File: config.mk
export PLATFORM = sky130hd
export DESIGN_NAME = swtm_divider
export DESIGN_NICKNAME = d
export VERILOG_FILES = /design/src/sv/swtm_pkg.sv /design/src/sv/swtm_divider.sv
export SDC_FILE = /design/constraint.sdc
export NUM_CORES = 1
export LEC_CHECK = 0
export ABC_AREA = 1
export BUFFER_PORTS_ARGS = -buffer_cell sky130_fd_sc_hd__buf_2
export CORE_MARGIN = 2
export CORE_UTILIZATION = 57
export CTS_CLUSTER_SIZE = 40
export DETAILED_ROUTE_END_ITERATION = 8
export PLACE_DENSITY_LB_ADDON = 0.05
export SYNTH_ARGS = -nofsm -noshare
export SYNTH_HDL_FRONTEND = slang
export SYNTH_SLANG_ARGS = --single-unit
File: constraint.sdc
create_clock -name clk_i -period 3.8 [get_ports clk_i]
set_input_delay 0 -clock clk_i [delete_from_list [all_inputs] [get_ports clk_i]]
set_output_delay 0 -clock clk_i [all_outputs]
set_load 0.05 [all_outputs]
File: src/sv/swtm_pkg.sv
`timescale 1ns / 1ps
`default_nettype none
package swtm_pkg;
  localparam int CfgWidth = 7;
  localparam int CfgIdxWidth = 1;
  localparam logic [CfgIdxWidth-1:0] RegWindowSize = 1'b0;
  localparam logic [CfgIdxWidth-1:0] RegTrimCount = 1'b1;
  localparam int WinWidth = 7;
  localparam int TrimWidth = 5;
  localparam int AvgWidth = 16;

  typedef enum logic [2:0] {
    StIdle,
    StRemove,
    StInsert,
    StSum,
    StDiv,
    StOut
  } state_e;
endpackage
`default_nettype wire

File: src/sv/swtm_divider.sv
`timescale 1ns / 1ps
`default_nettype none
module swtm_divider import swtm_pkg::*; #(
  parameter int NumWidth = 22,
  parameter int DenWidth = 7
) (
  input  wire logic                clk_i,
  input  wire logic                rst_ni,
  input  wire logic                start_i,
  input  wire logic [NumWidth-1:0] num_i,
  input  wire logic [DenWidth-1:0] den_i,
  output logic                     done_o,
  output logic [NumWidth-1:0]      quo_o
);
  localparam int CntWidth = $clog2(NumWidth + 1);

  logic [NumWidth-1:0] quo_q, quo_d;
  logic [DenWidth:0]   rem_q, rem_d;
  logic [DenWidth-1:0] den_q, den_d;
  logic [CntWidth-1:0] cnt_q, cnt_d;
  logic                busy_q, busy_d;
  logic                done_q, done_d;
  logic [DenWidth:0]   trial;

  always_comb begin
    quo_d  = quo_q;
    rem_d  = rem_q;
    den_d  = den_q;
    cnt_d  = cnt_q;
    busy_d = busy_q;
    done_d = 1'b0;
    trial  = {rem_q[DenWidth-1:0], quo_q[NumWidth-1]};
    if (start_i) begin
      quo_d  = num_i;
      rem_d  = '0;
      den_d  = den_i;
      cnt_d  = CntWidth'(NumWidth);
      busy_d = 1'b1;
    end else if (busy_q) begin
      if (trial >= {1'b0, den_q}) begin
        rem_d = trial - {1'b0, den_q};
        quo_d = {quo_q[NumWidth-2:0], 1'b1};
      end else begin
        rem_d = trial;
        quo_d = {quo_q[NumWidth-2:0], 1'b0};
      end
      cnt_d = cnt_q - 1'b1;
      if (cnt_q == CntWidth'(1)) begin
        busy_d = 1'b0;
        done_d = 1'b1;
      end
    end
  end

  always_ff @(posedge clk_i or negedge rst_ni) begin
    if (!rst_ni) begin
      busy_q <= 1'b0;
      done_q <= 1'b0;
      cnt_q  <= '0;
    end else begin
      busy_q <= busy_d;
      done_q <= done_d;
      cnt_q  <= cnt_d;
    end
  end

  always_ff @(posedge clk_i) begin
    quo_q <= quo_d;
    rem_q <= rem_d;
    den_q <= den_d;
  end

  assign done_o = done_q;
  assign quo_o  = quo_q;
endmodule
`default_nettype wire

==> results.md <==
Routing:
- The aggregate routed wire length is 4910 um.
- Once detail routing completed, the nets flagged for antenna violations numbered 0.
- In the routed design, unresolved DRC markers number 0.
- In the routed layout, each cell is associated on average with a via count of 4.886.
- Before antenna repair, the detailed router went through 4 iterations.
- The first-iteration detailed-routing DRC count is 137.
- Dividing the detail-routed wire length by the instance count gives 12.69 um.
- The total via count in the routed design is 1891.

Synth:
- The adder-cell share of the synthesized area is 5.992%.
- By area the synthesized netlist is led by sky130_fd_sc_hd__edfxtp_1 (39%), sky130_fd_sc_hd__nand2_1 (18%), sky130_fd_sc_hd__dfrtp_1 (7.9%).
- The mapped netlist covers 2213 sq um.
- The multiplexer share of the synthesized area is 0%.
- The most frequently used flop master after synthesis is sky130_fd_sc_hd__edfxtp_1.
- The synthesis-stage register bit count is 43.
- After Yosys synthesis, XOR and XNOR cells account for 0.7914% of the synthesized area.
- The biggest area contributor in the post-synthesis netlist is sky130_fd_sc_hd__edfxtp_1.
- The dominant combinational cell family by area after synthesis is simple AND/OR/NAND/NOR gates.
- The number of synthesis warnings is 0.
- The net count after synthesis is 296.
- The synthesized design devotes to its leading area cell type 39.34% of total area.
- After synthesis, flip-flops and latches occupy 53.59% of the total area.
- The synthesized design contains 29 enable-type register cells.
- The simple-gate share of the synthesized area is 30.36%.
- A synthesized cell averages 8.714 sq um.
- Synthesis handed over a netlist of 254 instances.
- For this run, asynchronously set or reset flops after synthesis account for 16.28%.
- In this run, distinct cell masters in the synthesized netlist total 29.
- The synthesized-area fraction occupied by ao, oa, aoi and oai cells is 3.109%.

Floorplanning:
- The initial utilization of the core area, before any placement, comes to 60.01%.
- The region available for standard cell placement spans 3689 sq um.
- The die covers 4398 sq um.
- In this run the core area contains 22 standard-cell rows.
- The die span in y is 66.32 um.
- The I/O pin total is 55.
- The width of the die is 66.32 um.

Clock tree:
- The root cell of the clock tree is sky130_fd_sc_hd__clkbuf_8.
- The number of clock sinks seen by CTS is 43.
- The H-tree depth reported by CTS is 2.
- After clock tree synthesis, the repair step resized 0 gates.
- The longest clock path from root to sink contains 2 buffers.
- The TritonCTS clock tree is yes.
- For the worst-skew pair, the clock arrives at the later sink with an insertion delay of 0.28 ns.
- Clock-pin slew was measured on the worst setup and hold paths at 0.08 ns.
- In this run, CTS created clock tree buffers numbering 5.

Global route:
- The initial antenna violation count is 0.
- The aggregate global routing overflow is 0.
- Entering global routing, the biggest net connects 33 pins.
- Global routing used 24.48% of the available tracks across all layers.
- The first global-routing pass estimated 8031 um of wire.
- The via count of the first global-routing pass is 1851.

Place:
- Routability-driven placement finished with a final weighted congestion of 0.8540.
- Detailed placement ended at an HPWL of 3217 um.
- The number of I/O port buffers is 54.

Power:
- Summing internal, switching and leakage power gives 1.440 mW.
- The internal power of the cells totals 0.9012 mW.
- The switching share of power is 37.41%.
- The power density over cell area is 498.6 nW/um^2.
- The proportion of power drawn by the clock network is 19.1%.
- The share of total power dissipated in combinational logic is 38.4%.
- For this design the total switching power over the nets is 0.5387 mW.
- In this run the static leakage power is 1.469 nW.
- The maximum ir drop on the vdd rail is 342.3 uV.
- The part of the power in registers is 42.5%.

Layout:
- Counting the fill cells in the layout gives 249.
- The proportion of layout cells with a drive suffix above 1 is 21.83%.
- The number of nets in the layout is 380.
- The antenna diode instance count is 0.
- From synthesis to final layout, the design area changed by 30.47%.
- The top cell types in the final layout, fill and taps aside, are sky130_fd_sc_hd__nand2_1 (109), sky130_fd_sc_hd__buf_2 (54), sky130_fd_sc_hd__edfxtp_1 (29).
- The most common cell after layout, fill and taps aside is sky130_fd_sc_hd__nand2_1.

Timing:
- After layout, the worst path uses 48.31% of the clock period.
- The worst max-slew margin expressed relative to the limit is 39.63%.
- For the finished layout, the period the worst path requires is 1.836 ns.
- For the pin with the worst max-slew slack, the measured transition is 0.9045 ns.
- The total negative slack for setup checks is 0 ns.
- The hold violation total from the final report is 0.
- The setup violation total in the final timing report is 0.
- Based on the critical path, the design can be clocked at up to 0.5448 GHz.
- The number of pins exceeding their max-slew limit in the final report is 0.
- Setup repair after global routing left no endpoint under its margin.
- The clock arrives with 0.003153 ns of skew.

Setup path:
- The register-to-register setup slack is 1.96 ns.
- The critical path contains buffers and inverters numbering 2 combined.
- The top cell family by delay on the critical path is adder cells.
- The maximum fanout along the worst path is 8.
- The class of the most critical setup path is register to register.
- In this design, the critical path's most frequently occurring cell is sky130_fd_sc_hd__nand2_1.
- The required arrival time at the worst endpoint is 4.01 ns.
- The startpoint type of the worst setup path is a register.
- The worst-path cell with the longest stage delay is sky130_fd_sc_hd__fa_1.
- The worst setup path is captured at a register.
- The critical path's largest stage delay is 0.40 ns.
- The data arrival time at the worst-slack endpoint is 2.04 ns.
- The critical path goes through inv_1, ha_1, fa_1, inv_1, nand2_1, nand2_1, nand2_1, nand2_1, nand2_2, nand3_1, nand3_1, o21ai_2.

Run status:
- The flow ran to the end, and the final reports show no timing, DRC or antenna violations.

Run:
- Across the run, the number of max-cap violations was 0.

Worst hold path:
- The kind of path behind the tightest hold check is input port to register.
[Yosys cell counts, types with 4 or more instances]
master / number
sky130_fd_sc_hd__inv_2: 4
sky130_fd_sc_hd__edfxtp_1: 29
sky130_fd_sc_hd__o21ai_1: 4
sky130_fd_sc_hd__nand3b_1: 5
sky130_fd_sc_hd__dfrtp_1: 7
sky130_fd_sc_hd__nand3_1: 20
sky130_fd_sc_hd__nor2_1: 7
sky130_fd_sc_hd__nand2_1: 109
sky130_fd_sc_hd__inv_1: 27
sky130_fd_sc_hd__dfxtp_1: 7
sky130_fd_sc_hd__ha_1: 9
[cell type report]
type,instances,area [sq um],area share [%]
clock buffer,7,76.32,2.643
clock inverter,1,7.507,0.2600
sequential,43,1186,41.07
inverter,31,116.4,4.029
multi-input combinational,175,890.9,30.85
tap,48,60.06,2.080
timing repair buffer,82,550.5,19.06
[per-layer routing]
layer | GRT usage (%) | vias up | wire length, um
met3 | 5.111 | 6 | 250
li1 | - | 986 | -
met4 | 8.163 | 0 | 79
met1 | 29.82 | 835 | 2114
met5 | 0 | - | 0
met2 | 42.88 | 64 | 2465
[worst register-to-register path: cells and delay by family, from the launching register on]
family,cells,cell delay [ns]
adders and majority gates,2,0.62
and+or+nand+nor,7,0.58
buffers and inverters,2,0.16
DFF,1,0.35
AOI/OAI and AO/OA,1,0.06
[worst paths after layout]
path | startpoint | to | cells past startpoint
worst max-delay path | quo_o[21] | rem_q[0] | 12
worst min-delay path | num_i[20] | quo_o[20] | 3
worst max register to register | quo_o[21] | rem_q[0] | 12
worst min register to register | rem_q[3] | rem_q[3] | 2
max in group asynchronous | rst_ni | cnt_q[1] | 2
min in group asynchronous | rst_ni | cnt_q[3] | 2
[cell families (layout without fill, tap and decap cells)]
| logic type | count (synthesis) | in the layout |
|---|---|---|
| flops | 43 | 43 |
| buf+inv | 36 | 121 |
| xor+xnor | 2 | 2 |
| compound gates | 10 | 10 |
| simple gates | 153 | 153 |
| fa+ha+maj | 10 | 10 |
[registers in the layout, summed over array words and instances (netlist names)]
| name | cells |
|---|---|
| cnt_q | 5 |
| busy_q | 1 |
| done_o | 1 |
| rem_q | 7 |
| quo_o | 22 |
| den_q | 7 |
[power groups by stage]
stage / logic (mW) / clock network, mW / registers, mW
final: 0.553 / 0.275 / 0.612
after global routing: 0.617 / 0.302 / 0.620
after CTS: 0.553 / 0.280 / 0.612
after detailed placement: 0.530 / 0 / 0.621
after global placement: 0.522 / 0 / 0.620
after floorplan: 0.333 / 0 / 0.703
[timing repair]
action / 4_1_cts / 5_1_grt
hold buffers: 28 / 0
hold endpoints to repair: 34 / 0
buffers inserted: 0 / 0
[through the flow]
step	hold WS [ns]	std cells	instance area (sq um)	worst slack (ns)	util [%]
finish	0.03026	387	2888	1.964	78.29
global route	0.01008	387	2888	1.811	78.29
CTS	0.006986	387	2888	1.947	78.29
detailed placement	-0.1572	351	2524	1.979	68.42
global placement	-0.1617	351	2524	2.005	68.42
floorplan	-0.2956	254	2213	1.728	-
No activity file was read; power rests on OpenSTA's default activity.
